### src/rtl/assert_macros.svh
// assertion macros shared by the allocator modules
// no dependencies; assertions drop out when SYNTHESIS is defined
`ifndef ASSERT_MACROS_SVH
`define ASSERT_MACROS_SVH
`ifndef SYNTHESIS
// checked at every clock edge outside reset
`define BPA_ASSERT(lbl, clk, rst, prop) \
   lbl: assert property (@(posedge clk) disable iff (rst) prop) \
      else $error("assertion failed");
// checked at every clock edge, reset included
`define BPA_ASSERT_ALWAYS(lbl, clk, prop) \
   lbl: assert property (@(posedge clk) prop) else $error("assertion failed");
`else
`define BPA_ASSERT(lbl, clk, rst, prop)
`define BPA_ASSERT_ALWAYS(lbl, clk, prop)
`endif
`endif

### src/rtl/bpa_pkg.sv
// shared types and constants of the bitmap page allocator
// no dependencies
`timescale 1ns / 1ps
package bpa_pkg;
   localparam int WORD_BITS   = 64;
   localparam int WORD_LOG    = 6;
   localparam int LANE_BITS   = 8;
   localparam int LANE_LOG    = 3;
   localparam int CNT_FIELD_W = 13;
   localparam int CSR_AW      = 4;
   localparam int CSR_IDX_BIT = 3;

   localparam logic REG_BASE = 1'b0;
   localparam logic REG_SIZE = 1'b1;

   typedef enum logic [1:0] {
      CMD_ALLOC       = 2'd0,
      CMD_ALLOC_ALIGN = 2'd1,
      CMD_FREE        = 2'd2
   } cmd_type;

   typedef struct packed {
      logic clear_init;
      logic clear_wr;
      logic load;
      logic prep;
      logic check;
      logic scan_init;
      logic scan_rd;
      logic scan_step;
      logic mark_rd;
      logic mark_wr;
      logic rsp_load;
      logic rsp_ok;
   } ctrl_cmd_type;

   typedef struct packed {
      logic clear_last;
      logic go;
      logic go_free;
      logic scan_hit;
      logic scan_end;
      logic scan_lane_last;
      logic mark_last;
   } dp_status_type;
endpackage

### src/rtl/bpa_ctrl.sv
// sequencer of the allocator: clear sweep, request check, scan, mark, result
// depends on bpa_pkg and assert_macros.svh
`timescale 1ns / 1ps
`include "assert_macros.svh"
module bpa_ctrl import bpa_pkg::*; (
   input  logic          clock,
   input  logic          reset,
   input  logic          clear_start,
   input  logic          req_valid,
   output logic          req_ready,
   output logic          rsp_valid,
   input  logic          rsp_ready,
   input  dp_status_type status,
   output ctrl_cmd_type  cmd
);
   typedef enum logic [8:0] {
      ST_CLEAR   = 9'b000000001,
      ST_IDLE    = 9'b000000010,
      ST_PREP    = 9'b000000100,
      ST_CHECK   = 9'b000001000,
      ST_SCAN_RD = 9'b000010000,
      ST_SCAN    = 9'b000100000,
      ST_MARK_RD = 9'b001000000,
      ST_MARK_WR = 9'b010000000,
      ST_DONE    = 9'b100000000
   } state_type;

   state_type state_ff, state_in;
   logic      ok_ff, ok_in;
   logic      rsp_valid_ff, rsp_valid_in;
   logic      accept;

   assign req_ready = (state_ff == ST_IDLE) && !clear_start;
   assign accept    = req_valid && req_ready;
   assign rsp_valid = rsp_valid_ff;

   always_comb begin
      cmd      = '0;
      state_in = state_ff;
      ok_in    = ok_ff;
      unique case (state_ff)
         ST_CLEAR: begin
            cmd.clear_wr = 1'b1;
            if (status.clear_last) begin
               state_in = ST_IDLE;
            end
         end
         ST_IDLE: begin
            if (accept) begin
               cmd.load = 1'b1;
               state_in = ST_PREP;
            end
         end
         ST_PREP: begin
            cmd.prep = 1'b1;
            state_in = ST_CHECK;
         end
         ST_CHECK: begin
            cmd.check = 1'b1;
            if (!status.go) begin
               ok_in    = 1'b0;
               state_in = ST_DONE;
            end else if (status.go_free) begin
               state_in = ST_MARK_RD;
            end else begin
               cmd.scan_init = 1'b1;
               state_in      = ST_SCAN_RD;
            end
         end
         ST_SCAN_RD: begin
            cmd.scan_rd = 1'b1;
            state_in    = ST_SCAN;
         end
         ST_SCAN: begin
            cmd.scan_step = 1'b1;
            if (status.scan_hit) begin
               state_in = ST_MARK_RD;
            end else if (status.scan_end) begin
               ok_in    = 1'b0;
               state_in = ST_DONE;
            end else if (status.scan_lane_last) begin
               state_in = ST_SCAN_RD;
            end
         end
         ST_MARK_RD: begin
            cmd.mark_rd = 1'b1;
            state_in    = ST_MARK_WR;
         end
         ST_MARK_WR: begin
            cmd.mark_wr = 1'b1;
            if (status.mark_last) begin
               ok_in    = 1'b1;
               state_in = ST_DONE;
            end else begin
               state_in = ST_MARK_RD;
            end
         end
         ST_DONE: begin
            if (!rsp_valid_ff || rsp_ready) begin
               cmd.rsp_load = 1'b1;
               state_in     = ST_IDLE;
            end
         end
         default: begin
            state_in = ST_CLEAR;
         end
      endcase
      cmd.rsp_ok = ok_ff;
      if (clear_start) begin
         cmd.clear_init = 1'b1;
         state_in       = ST_CLEAR;
      end
   end

   always_comb begin
      rsp_valid_in = rsp_valid_ff;
      if (cmd.rsp_load) begin
         rsp_valid_in = 1'b1;
      end else if (rsp_ready) begin
         rsp_valid_in = 1'b0;
      end
   end

   always_ff @(posedge clock) begin
      if (reset) begin
         state_ff     <= ST_CLEAR;
         ok_ff        <= 1'b0;
         rsp_valid_ff <= 1'b0;
      end else begin
         state_ff     <= state_in;
         ok_ff        <= ok_in;
         rsp_valid_ff <= rsp_valid_in;
      end
   end

   `BPA_ASSERT_ALWAYS(a_reset_clears, clock, reset |=> (state_ff == ST_CLEAR))
   `BPA_ASSERT(a_accept_to_prep, clock, reset, (accept && !clear_start) |=> (state_ff == ST_PREP))
   `BPA_ASSERT(a_load_slot_free, clock, reset, cmd.rsp_load |-> (!rsp_valid_ff || rsp_ready))
endmodule

### config.mk
export PLATFORM = sky130hd
export DESIGN_NAME = bpa_ctrl
export DESIGN_NICKNAME = d
export VERILOG_FILES = /design/src/rtl/bpa_pkg.sv /design/src/rtl/bpa_ctrl.sv
export VERILOG_INCLUDE_DIRS = /design/src /design/src/rtl
export SDC_FILE = /design/constraint.sdc
export NUM_CORES = 1
export LEC_CHECK = 0
export BUFFER_PORTS_ARGS = -buffer_cell sky130_fd_sc_hd__buf_2
export CAP_MARGIN = 20
export CELL_PAD_IN_SITES_DETAIL_PLACEMENT = 1
export CELL_PAD_IN_SITES_GLOBAL_PLACEMENT = 1
export CORE_MARGIN = 3
export CORE_UTILIZATION = 34
export DETAILED_ROUTE_END_ITERATION = 8
export PLACE_DENSITY_LB_ADDON = 0.08
export SLEW_MARGIN = 20
export SYNTH_ARGS = -nofsm -noshare
export SYNTH_HDL_FRONTEND = slang
export SYNTH_SLANG_ARGS = --single-unit
### constraint.sdc
create_clock -name clock -period 1.8 [get_ports clock]
set_input_delay 0.36 -clock clock [delete_from_list [all_inputs] [get_ports clock]]
set_output_delay 0.36 -clock clock [all_outputs]
set_load 0.05 [all_outputs]
==> results of run 1 <==
-- cell type report --
class,count,area share (%)
repair buffers,47,30.1
clock buffers,4,1.89
multi-input cells,74,47.4
inverters,6,1.62
flip-flops and latches,11,16.5
well taps,27,2.43
-- cell usage in the layout (no fill, tap or decap), types with 2 or more instances in the layout --
cell / synthesis / layout
o21ai_0: 2 / 2
xor2_1: 2 / 2
nor3_1: 7 / 3
dfxtp_1: 11 / 3
buf_8: 0 / 8
nor3b_1: 5 / 3
a21boi_0: 2 / 2
and3_4: 0 / 4
nor4b_4: 1 / 2
buf_4: 4 / 14
nand4_1: 2 / 2
nor2_1: 10 / 7
inv_1: 6 / 5
dfxtp_2: 0 / 8
clkbuf_4: 0 / 3
buf_2: 1 / 14
nor2b_1: 5 / 5
nor2_4: 0 / 2
a21oi_1: 4 / 4
a32oi_4: 0 / 2
and2_4: 0 / 2
buf_6: 0 / 11
nand3_1: 5 / 3
nor3_2: 1 / 4
-- worst max-delay path, cell delays in order, from the launching register on --
cell	delay (ns)
dfxtp_2	0.34
or4_4	0.57
nor4b_4	0.28
and3_4	0.24
buf_8	0.14
-- cell families after synthesis --
logic type / count (synthesis)
AND/OR/NAND/NOR: 54
flip-flops: 11
buffers and inverters: 13
AO/OA/AOI/OAI: 18
XOR/XNOR: 2
-- layer usage --
layer / global-route usage, % / wire length (um) / vias to the layer above
met5: 0 / 0 / -
li1: - / - / 450
met1: 30.1 / 1580 / 485
met3: 4.16 / 140 / 17
met2: 45.8 / 1790 / 35
met4: 15.3 / 210 / 0
-- worst paths after layout --
kind / startpoint / end / slack (ns) / cells after the start
max: state_ff[5] / cmd[6] / -0.40 / 4
min: reset / rsp_valid / 0.33 / 2
max reg2reg: state_ff[5] / ok_ff / 0.01 / 6
min reg2reg: ok_ff / ok_ff / 0.64 / 2
-- power breakdown --
part / internal (mW) / switching, mW
Sequential: 0.247 / 0.00259
Combinational: 0.0521 / 0.0715
Clock: 0.0858 / 0.0878
-- registers in the layout (all words and copies together), names as in the netlist --
name / count
ok_ff: 1
state_ff: 9
rsp_valid: 1
-- cell usage after synthesis, drive strengths merged (2+ instances only) --
cell	count	share of area (%)
dfxtp	11	28
nor2	10	4.8
nor3	8	5.8
buf	6	5.0
inv	6	2.9
nand3	5	3.2
nor2b	5	4.0
nor3b	5	4.8
a21oi	4	2.6
and3	4	3.2
a21boi	2	1.9
a32oi	2	3.2
and2	2	1.6
nand2	2	0.96
nand4	2	1.6
nor4b	2	4.2
o21ai	2	1.3
xor2	2	2.2
-- what timing repair did --
item | in CTS | in global routing
gates cloned | 0 | 0
resized for setup | 59 | 14
pin swaps | 9 | 6
setup endpoints to repair | 11 | 14
setup buffers | 5 | 1
-- through the flow --
stage	TNS (ns)	cell area [um^2]
finish	-1.93	1390
global route	-2.58	1390
CTS	-1.39	1320
detailed placement	-0.489	1040
global placement	-0.384	1040
floorplan	-1.43	803
==> reports/results.txt, run 1 <==
The run finished, with violations left. The final reports fail on setup timing. The synthesized area per cell was 7.97 um^2.

After technology mapping, the gate count stands at 98. In this run the cell area of the synthesized design comes to 781 um^2. The wire-length estimate of the detail-placed layout is 2110 um. From synthesis to final layout, the design area changed by 78.4%. The number of global-route vias before repair is 1073. Number of enable flip-flop cells after synthesis: 0. Summing the areas of all fa, ha and maj instances in the mapped netlist gives 0% of the synthesized area.

The flip-flop and latch area came out at 230 um^2. STA classifies the critical path startpoint as a register. Of the cells placed in the final design, the portion with a size suffix greater than 1 is 62.7%.

For the worst-skew pair, the clock arrives at the later sink with an insertion delay of 0.27 ns. After clock tree synthesis, the flow added hold-fix buffers numbering 0. The Yosys step of the flow raised 0 warnings.

The most instantiated flip-flop cell in the synthesis netlist was dfxtp_1. The vertical die dimension is 53.9 um. Number of design rule violations left after detail routing: 0.

The layout has 231 filler cells. The non-filler instance count after layout was 169. For the first-pass iteration count of the detailed router, the log shows 4.

The design draws 546 uW. Critical path data arrival time: 1.84 ns. The main combinational cell family by area after synthesis is simple AND/OR/NAND/NOR gates.

The number of cells in the design after placement is 159. The net total in the final layout came out at 155. The tree is rooted in a clkbuf_4. The run gives 0 as the count of final hold-check violations.

The global-route wire length before repair was 5310 um. The maximum clock path buffer count was 2; the largest driver fanout on the critical path was 3. The tools report the post-synthesis net count as 110. The path class of the lowest-slack min-delay path was input pin to register. The logs give -0.140 ns for the post-placement setup slack and 28.2% for the sequential cell area fraction in the yosys report.

The smallest clock period supported by the final layout is computed as 2.20 ns. Summing all multi-input logic gate instances after layout gives 661 um^2. Placeable core region: 2060 um^2.

The average vias per placed instance came out at 5.84. The critical path is of the register to output port type. For this block, the initial DRC count from the detailed router was 12. The tools report the total die area as 2910 um^2. Setup repair after global routing could not meet its margin everywhere.

After synthesis the netlist holds a flip-flop and latch count of 11. The slack of the critical path is -0.402 ns. After global routing the overflow that remains totals 0. The logs give 26.4% for the global routing usage summed across all routing layers and 41 for the unique cell type count in the Yosys netlist. Across the routed clock network, the largest skew measured is 0.00280 ns.

In this run the static leakage power is 0.567 nW. The tools report the cell row count as 16. For the pin with the worst max-slew slack, the measured transition is 0.308 ns. The tools report the core utilization of the finished layout as 67.5%.

The worst setup path is captured at an output port. The synthesized-area fraction occupied by and/or/nand/nor cells was 43.8%; the xor and xnor fraction of the mapped netlist area was 2.24%. The maximum level of the CTS H-tree was 1; the largest voltage drop on the vdd net was 0.346 mV. After detailed routing, the average wire length per cell comes to 22.0 um. The weighted congestion at the end of routability-driven global placement is 0.857, and the clock slew seen by the registers of the worst setup and hold paths is 0.07 ns. Derived from the worst setup path, the maximum achievable clock frequency is 454 MHz.

Max-cap violations in this run came to 0. For the required time at the worst-slack endpoint, the log shows 1.44 ns. The synthesized netlist devotes 17.5% of its cell area to compound gates.

Input and output buffers added on the ports amount to 25. 0 antenna diodes ended up in the layout. The power density over cell area came out at 392 nW/um^2. The logs give 0 for the number of antenna violations at the first check in global routing and 11 for the TritonCTS sink count. Total CTS buffers: 3. The die is 53.9 um wide.

The logs give 0 for the number of pins exceeding their max-slew limit in the final report and 79.3% for the worst-case headroom to the max-slew limit. For the top-level port count, the log shows 26. TritonCTS built the clock tree. The detailed-route via count was 987; the number of antenna-violating nets in the routed design was 0. After synthesis, the share of flip-flops with an asynchronous set or reset is 0%. Entering global routing, the biggest net connects 11 pins.

For this configuration, the core starts out at a cell density of 37.9%. The total length of routed wires is 3720 um. Post-route clock period utilization: 122%. On the final layout, the worst hold slack is 0.329 ns. The multiplexer share of the synthesized area came out at 0%. Setup violations remaining at the end of the flow were counted as 11.
(Power assumes the default switching activity.)
==> run 2, diff against run 1 <==
--- a/config.mk
+++ b/config.mk
@@ -13,7 +13,7 @@
 export CORE_MARGIN = 3
 export CORE_UTILIZATION = 34
 export DETAILED_ROUTE_END_ITERATION = 8
-export PLACE_DENSITY_LB_ADDON = 0.08
+export PLACE_DENSITY_LB_ADDON = 0.1
 export SLEW_MARGIN = 20
 export SYNTH_ARGS = -nofsm -noshare
 export SYNTH_HDL_FRONTEND = slang
==> run 2 against run 1 <==
  * Global-route usage up 0.44 points
  * Largest power group unchanged
  * Die area unchanged
  * The flow still finishes with violations (setup timing)
  * First-iteration DRC count rose to 2.8 times the previous value
  * Clock power up 4%
==> reports/results.txt, run 2 (synthesis gave the netlist of run 1 again) <==
The number of hold buffers added after CTS came out at 0 (unchanged). The net total in the final layout was 156 (+0.65%); the summed area of non-filler cells in the final layout was 1360 um^2 (-2.2%). The static power due to leakage came out at 0.559 nW (-1.3%). Setup repair after global routing could not meet its margin everywhere. The number of global-route vias before repair was 1082 (+0.84%); the clock slew seen by the registers of the worst setup and hold paths was 0.08 ns (about the same). The count of final hold-check violations is 0 (unchanged), and the power density over cell area is 411 nW/um^2 (+4.8%). The quantity of I/O buffers inserted on ports is 25 (unchanged). The weighted congestion at the end of routability-driven global placement was 0.854 (-0.37%). The number of design rule violations left after detail routing came out at 0 (unchanged).

The tree is rooted in a clkbuf_4. The run gives 159 (unchanged) as the number of cells in the design after placement. The final reports fail on setup timing. The run gives 0 (unchanged) as the number of antenna-violating nets in the routed design. The run gives 44.3% (-1.3 points) as the proportion of power drawn by flip-flops and latches. The total CTS buffers is 3 (unchanged). The top cell types in the final layout, fill and taps aside, are 19 x buf_4, 14 x buf_2, 9 x buf_6, 8 x dfxtp_1.

The required time at the worst-slack endpoint is 1.44 ns (about the same), and the largest driver fanout on the critical path is 3 (unchanged). Slew at the pin closest to its max-slew limit: 0.338 ns (+0.0294 ns). The placed instance area is 1040 um^2 (unchanged).

The flow ran to the end, but the final reports show violations. The clock latency reported for the late side of the worst-skew pair is 0.28 ns (about the same). The share of layout cells above drive strength 1 came out at 57.3% (-5.3 points). The number of failing setup endpoints in the final timing report is 18 (+7). The setup path with the least slack is of type register to output port.

The run gives -0.465 ns (-0.0634 ns) as the slack of the critical path. For the total length of routed wires, the log shows 4410 um (+19%). The starting DRC count in detailed routing was 33 (+21); the half-perimeter wire length of the detailed placement result was 2080 um (-1.6%). The shortest period the worst path allows is 2.27 ns (+0.0635 ns), and the largest voltage drop on the vdd net is 0.346 mV (about the same).

The worst-case headroom to the max-slew limit is 77.5% (-1.9 points), and the maximum level of the CTS H-tree is 1 (unchanged). The post-placement setup slack came out at -0.143 ns (-0.00329 ns). For the maximum clock path buffer count, the log shows 2 (unchanged).

The detail-routed net length per standard cell was 25.9 um (+18%); the fmax was 441 MHz (-2.8%). Endpoint type of the worst setup path: an output port. The synthesis-to-finish area growth works out to 74.5%.

Placeable core region: 2060 um^2 (unchanged). Register bank with the most flops: state_ff. The logs give 26 (unchanged) for the top-level port count and 2910 um^2 (unchanged) for the total die area.

The average vias per placed instance came out at 6.04 (+3.4%). For the total power after layout, the log shows 560 uW (+2.6%). The maximum number of pins on one net before global-route repair is 11 (unchanged). TritonCTS built the clock tree. The worst setup path is launched from a register. The aggregate global routing overflow came out at 0 (unchanged).

The tools report the non-filler instance count after layout as 170 (+0.59%). The number of flip-flops under the largest register name came out at 9 (unchanged). The run gives 11 (unchanged) as the TritonCTS sink count. The cell-internal power was 382 uW (-0.57%). Fraction of power spent switching nets: 31.8% (+2.1 points).

The net switching power was 178 uW (+10%). The run gives 23.4% (+0.8 points) as the combinational fraction of design power. For the global routing usage summed across all routing layers, the log shows 26.8% (+0.44 points).

The detailed-route via count was 1027 (+4.1%); the number of pins exceeding their max-slew limit in the final report was 0 (unchanged). Fill cell instance count of the final layout: 227 (-1.7%). The logs give 1.91 ns (+0.07 ns) for the critical path data arrival time and 0.00365 ns (+0.000856 ns) for the clock tree skew after final layout. The vertical die dimension is 53.9 um (unchanged), and the first-pass iteration count of the detailed router is 4 (unchanged).

The most common library cell in the layout ignoring fill and taps was buf_4. The number of antenna violations at the first check in global routing was 0 (unchanged). The cell row count is 16 (unchanged), and the global-route wire length before repair is 5400 um (+1.7%). For the share of power burned in the clock network, the log shows 32.4% (+0.6 points). The run gives 0 (unchanged) as the count of antenna diodes in the layout.

Number of maximum-capacitance violations: 0 (unchanged). The die span in x came out at 53.9 um (unchanged). The path class of the lowest-slack min-delay path was input pin to register. The post-route clock period utilization was 126% (+3.5 points); the effective utilization at floorplan was 37.9% (unchanged).
run 2: metrics by stage:
| stage | TNS [ns] | util (%) | hold WS, ns |
|---|---|---|---|
| floorplan | -1.43 | - | 0.429 |
| global route | -4.76 | 66.1 | 0.333 |
| detailed placement | -0.501 | 50.4 | 0.575 |
| finish | -3.84 | 66.1 | 0.322 |
| CTS | -1.79 | 61.1 | 0.283 |
| global placement | -0.404 | 50.4 | 0.561 |
run 2: what timing repair did:
item,in CTS,in global routing
setup buffers,4,5
pin swaps,3,5
gates resized for setup,43,17
cloned,0,0
endpoints found under the setup margin,11,18
run 2: area by class of cell:
type	instances	area (um^2)	share of cell area (%)
multi-input combinational	74	652	47.8
tap	27	33.8	2.48
sequential	11	224	16.4
timing repair buffer	48	404	29.7
inverter	6	22.5	1.65
clock buffer	4	26.3	1.93
run 2: final timing paths:
kind | startpoint | to | slack (ns) | cells after the start
worst max register to register | state_ff[5] | state_ff[8] | -0.09 | 6
worst max-delay path | state_ff[5] | cmd[6] | -0.47 | 4
worst min-delay path | reset | ok_ff | 0.32 | 2
worst min register to register | ok_ff | ok_ff | 0.62 | 2
run 2: power groups by stage:
| stage | registers [mW] | clock network [mW] | logic (mW) |
|---|---|---|---|
| after floorplan | 0.254 | 0 | 0.0559 |
| after CTS | 0.247 | 0.174 | 0.106 |
| final | 0.248 | 0.181 | 0.131 |
| after global routing | 0.248 | 0.183 | 0.136 |
| after detailed placement | 0.253 | 0 | 0.0923 |
| after global placement | 0.253 | 0 | 0.0899 |
run 2: critical path: stages, from the launching register on:
cell and delay, ns:
dfxtp_2 0.32, or4_4 0.57, nor4b_4 0.34, and3_4 0.25, buf_8 0.14
run 2: layer usage:
metal / track usage [%] / vias up / wire [um]
met5: 0 / - / 0
met4: 11.9 / 0 / 236
met3: 3.88 / 21 / 272
met2: 49.0 / 57 / 2210
met1: 30.2 / 498 / 1680
li1: - / 451 / -
==> run 3, diff against run 2 <==
--- a/config.mk
+++ b/config.mk
@@ -14,6 +14,7 @@
 export CORE_UTILIZATION = 34
 export DETAILED_ROUTE_END_ITERATION = 8
 export PLACE_DENSITY_LB_ADDON = 0.1
+export REMOVE_ABC_BUFFERS = 1
 export SLEW_MARGIN = 20
 export SYNTH_ARGS = -nofsm -noshare
 export SYNTH_HDL_FRONTEND = slang
==> run 3 against run 2 <==
  * The flow still finishes with violations (setup timing)
  * First-iteration DRC count up 3.0%
  * Non-clock buffer count up 3
  * Final cell count up 1.8%
  * Sequential share of layout area down 0.069 points
  * Total power up 1.5%
  * Critical endpoint unchanged
  * Highest routed layer unchanged
  * Register-to-register slack better by 0.06 ns
  * Worst setup slack better by 0.017 ns
  * Final area up 2.7%
  * Sequential power about the same
==> reports/results.txt, run 3 (synthesis gave the netlist of run 1 again) <==
The kind of cell with the highest combined delay along the critical path is simple AND/OR/NAND/NOR gates. Worst-case headroom to the max-slew limit: 76.3% (-1.2 points). The final reports fail on setup timing. The tools report the net total in the final layout as 159 (+1.9%).

The post-route clock period utilization was 125% (-0.95 points). The global-route wire length before repair came out at 5460 um (+1.0%). The number of antenna violations at the first check in global routing was 0 (unchanged).

The worst hold path belongs to the class input pin to register. The first-pass iteration count of the detailed router was 4 (unchanged); the aggregate global routing overflow was 0 (unchanged). The logs give -0.448 ns (+0.0171 ns) for the slack of the critical path and 1400 um^2 (+2.7%) for the summed area of non-filler cells in the final layout. More flip-flops sit in one register than any other, and that register is state_ff. The detailed-route via count was 1018 (-0.88%). Proportion of power drawn by flip-flops and latches: 43.7% (-0.6 points). The cell-internal power came out at 392 uW (+2.6%). TritonCTS built the clock tree.

Effective utilization at floorplan: 37.9% (unchanged). For the maximum number of pins on one net before global-route repair, the log shows 11 (unchanged). The power density over cell area was 407 nW/um^2 (-1.1%). Cell row count: 16 (unchanged).

The number of antenna-violating nets in the routed design was 0 (unchanged). For this design, the slowest cell found on the critical path is or4_4. The largest voltage drop on the vdd net was 0.400 mV (+16%). Post-placement setup slack: -0.170 ns (-0.0271 ns).

Type of the worst setup path: register to output port. The worst setup path is launched from a register. The vertical die dimension was 53.9 um (unchanged). The critical path data arrival time was 1.89 ns (-0.02 ns); the total CTS buffers was 3 (unchanged).

The run gives 445 MHz (+0.76%) as the fmax. The total die area was 2910 um^2 (unchanged). The tools report the clock latency reported for the late side of the worst-skew pair as 0.29 ns (about the same). The run gives 0 (unchanged) as the number of hold buffers added after CTS. Slew at the pin closest to its max-slew limit: 0.355 ns (+0.0176 ns). The run finished, with violations left.

Fill cell instance count of the final layout: 237 (+4.4%). Leaving out fill and tap cells, the most frequent cell in the layout is buf_4. The number of pins exceeding their max-slew limit in the final report is 0 (unchanged), and the quantity of I/O buffers inserted on ports is 25 (unchanged).

The run gives 11 (unchanged) as the TritonCTS sink count. The worst slack on hold paths is 0.291 ns (-0.0310 ns), and the required time at the worst-slack endpoint is 1.44 ns (about the same). Setup repair after global routing could not meet its margin everywhere. The fraction of power spent switching nets came out at 31.0% (-0.74 points).

The tools report the global routing usage summed across all routing layers as 27.0% (+0.17 points). The shortest period the worst path allows came out at 2.25 ns (-0.0171 ns). The number of global-route vias before repair was 1062 (-1.8%); the number of maximum-capacitance violations was 0 (unchanged). In the layout the commonest cells are 17 x buf_4, 14 x buf_2, 13 x buf_6, 7 x buf_8, 7 x dfxtp_2. The tools report the count of antenna diodes in the layout as 0 (unchanged).

The critical path goes through or4_4 -> nor4b_4 -> and3_1 -> buf_6. STA classifies the critical path endpoint as an output port. The tools report the maximum level of the CTS H-tree as 1 (unchanged). The share of layout cells above drive strength 1 came out at 62.3% (+5.0 points). The placeable core region was 2060 um^2 (unchanged); the largest incremental delay on the critical path was 0.57 ns (about the same). The die span in x is 53.9 um (unchanged), and the synthesis-to-finish area growth is 79.2%.

The weighted congestion at the end of routability-driven global placement was 0.922 (+7.9%). The tools report the half-perimeter wire length of the detailed placement result as 2140 um (+3.0%). The starting DRC count in detailed routing is 34 (+3.0%), and the maximum clock path buffer count is 2 (unchanged). The tools report the share of power burned in the clock network as 32.8% (+0.4 points). Root buffer cell: clkbuf_4. The run gives 1020 um^2 (-1.4%) as the placed instance area. For the net switching power, the log shows 176 uW (-0.83%). The clock tree skew after final layout is 0.0139 ns (+0.0102 ns). The average vias per placed instance came out at 5.88 (-2.6%). The count of final hold-check violations is 0 (unchanged).

The detail-routed net length per standard cell is 22.9 um (-12%), and the number of flip-flops under the largest register name is 9 (unchanged). The tools report the top-level port count as 26 (unchanged). The clock slew seen by the registers of the worst setup and hold paths was 0.09 ns (about the same); the static power due to leakage was 0.588 nW (+5.1%). The number of buffer and inverter stages on the critical path was 1 (unchanged); the number of design rule violations left after detail routing was 0 (unchanged).

The combinational fraction of design power was 23.5% (about the same); the total length of routed wires was 3970 um (-10%). The number of failing setup endpoints in the final timing report is 13 (-5), and the largest driver fanout on the critical path is 3 (unchanged).
==> run 3: per-stage QoR <==
stage          cells  power (mW)  utilization, %  setup TNS (ns)
6_report         173       0.569            67.8           -2.20
5_1_grt          173       0.592            67.8           -3.03
4_1_cts          167       0.540            62.6           -1.50
3_5_place_dp     160       0.343            49.7          -0.737
3_3_place_gp     160       0.341            49.7          -0.420
2_1_floorplan     91       0.300               -           -2.62
==> run 3: routing by layer <==
metal	vias to the layer above	global-route usage, %	share of wire, %
met5	-	0	0
met4	0	8.94	2.4
met3	12	4.43	7.9
met2	59	45.0	49
met1	491	34.9	41
li1	456	-	-
==> run 3: layout make-up <==
| cell class | count | area, um^2 | area share, % |
|---|---|---|---|
| multi-input combinational | 74 | 638 | 45.6 |
| timing repair buffer | 51 | 449 | 32.1 |
| sequential | 11 | 229 | 16.4 |
| tap | 27 | 33.8 | 2.42 |
| clock buffer | 4 | 26.3 | 1.88 |
| inverter | 6 | 22.5 | 1.61 |
==> run 3: final timing paths <==
| check | start | to | slack, ns | depth (start not counted) |
|---|---|---|---|---|
| worst max-delay path | state_ff[2] | cmd[6] | -0.45 | 4 |
| worst min-delay path | reset | rsp_valid | 0.29 | 2 |
| worst max register to register | state_ff[2] | state_ff[4] | -0.03 | 6 |
| worst min register to register | ok_ff | ok_ff | 0.60 | 2 |
==> run 3: power by group through the flow <==
stage	combinational [mW]	sequential [mW]	clock (mW)
final	0.134	0.249	0.186
after global placement	0.0880	0.253	0
after detailed placement	0.0894	0.253	0
after floorplan	0.0440	0.256	0
after CTS	0.108	0.248	0.183
after global routing	0.141	0.249	0.202
==> run 3: worst reg2reg max path: cells and delay by family (launching register included) <==
kind / cells / cell delay [ns]
and+or+nand+nor: 3 / 0.99
DFF: 1 / 0.33
buffers and inverters: 2 / 0.32
AOI/OAI and AO/OA: 1 / 0.12
==> run 3: what timing repair did <==
item,CTS,global route
buffers inserted,3,6
setup endpoints to repair,11,13
pin swaps,11,4
endpoints found under the hold margin,0,0
gates resized for setup,60,16
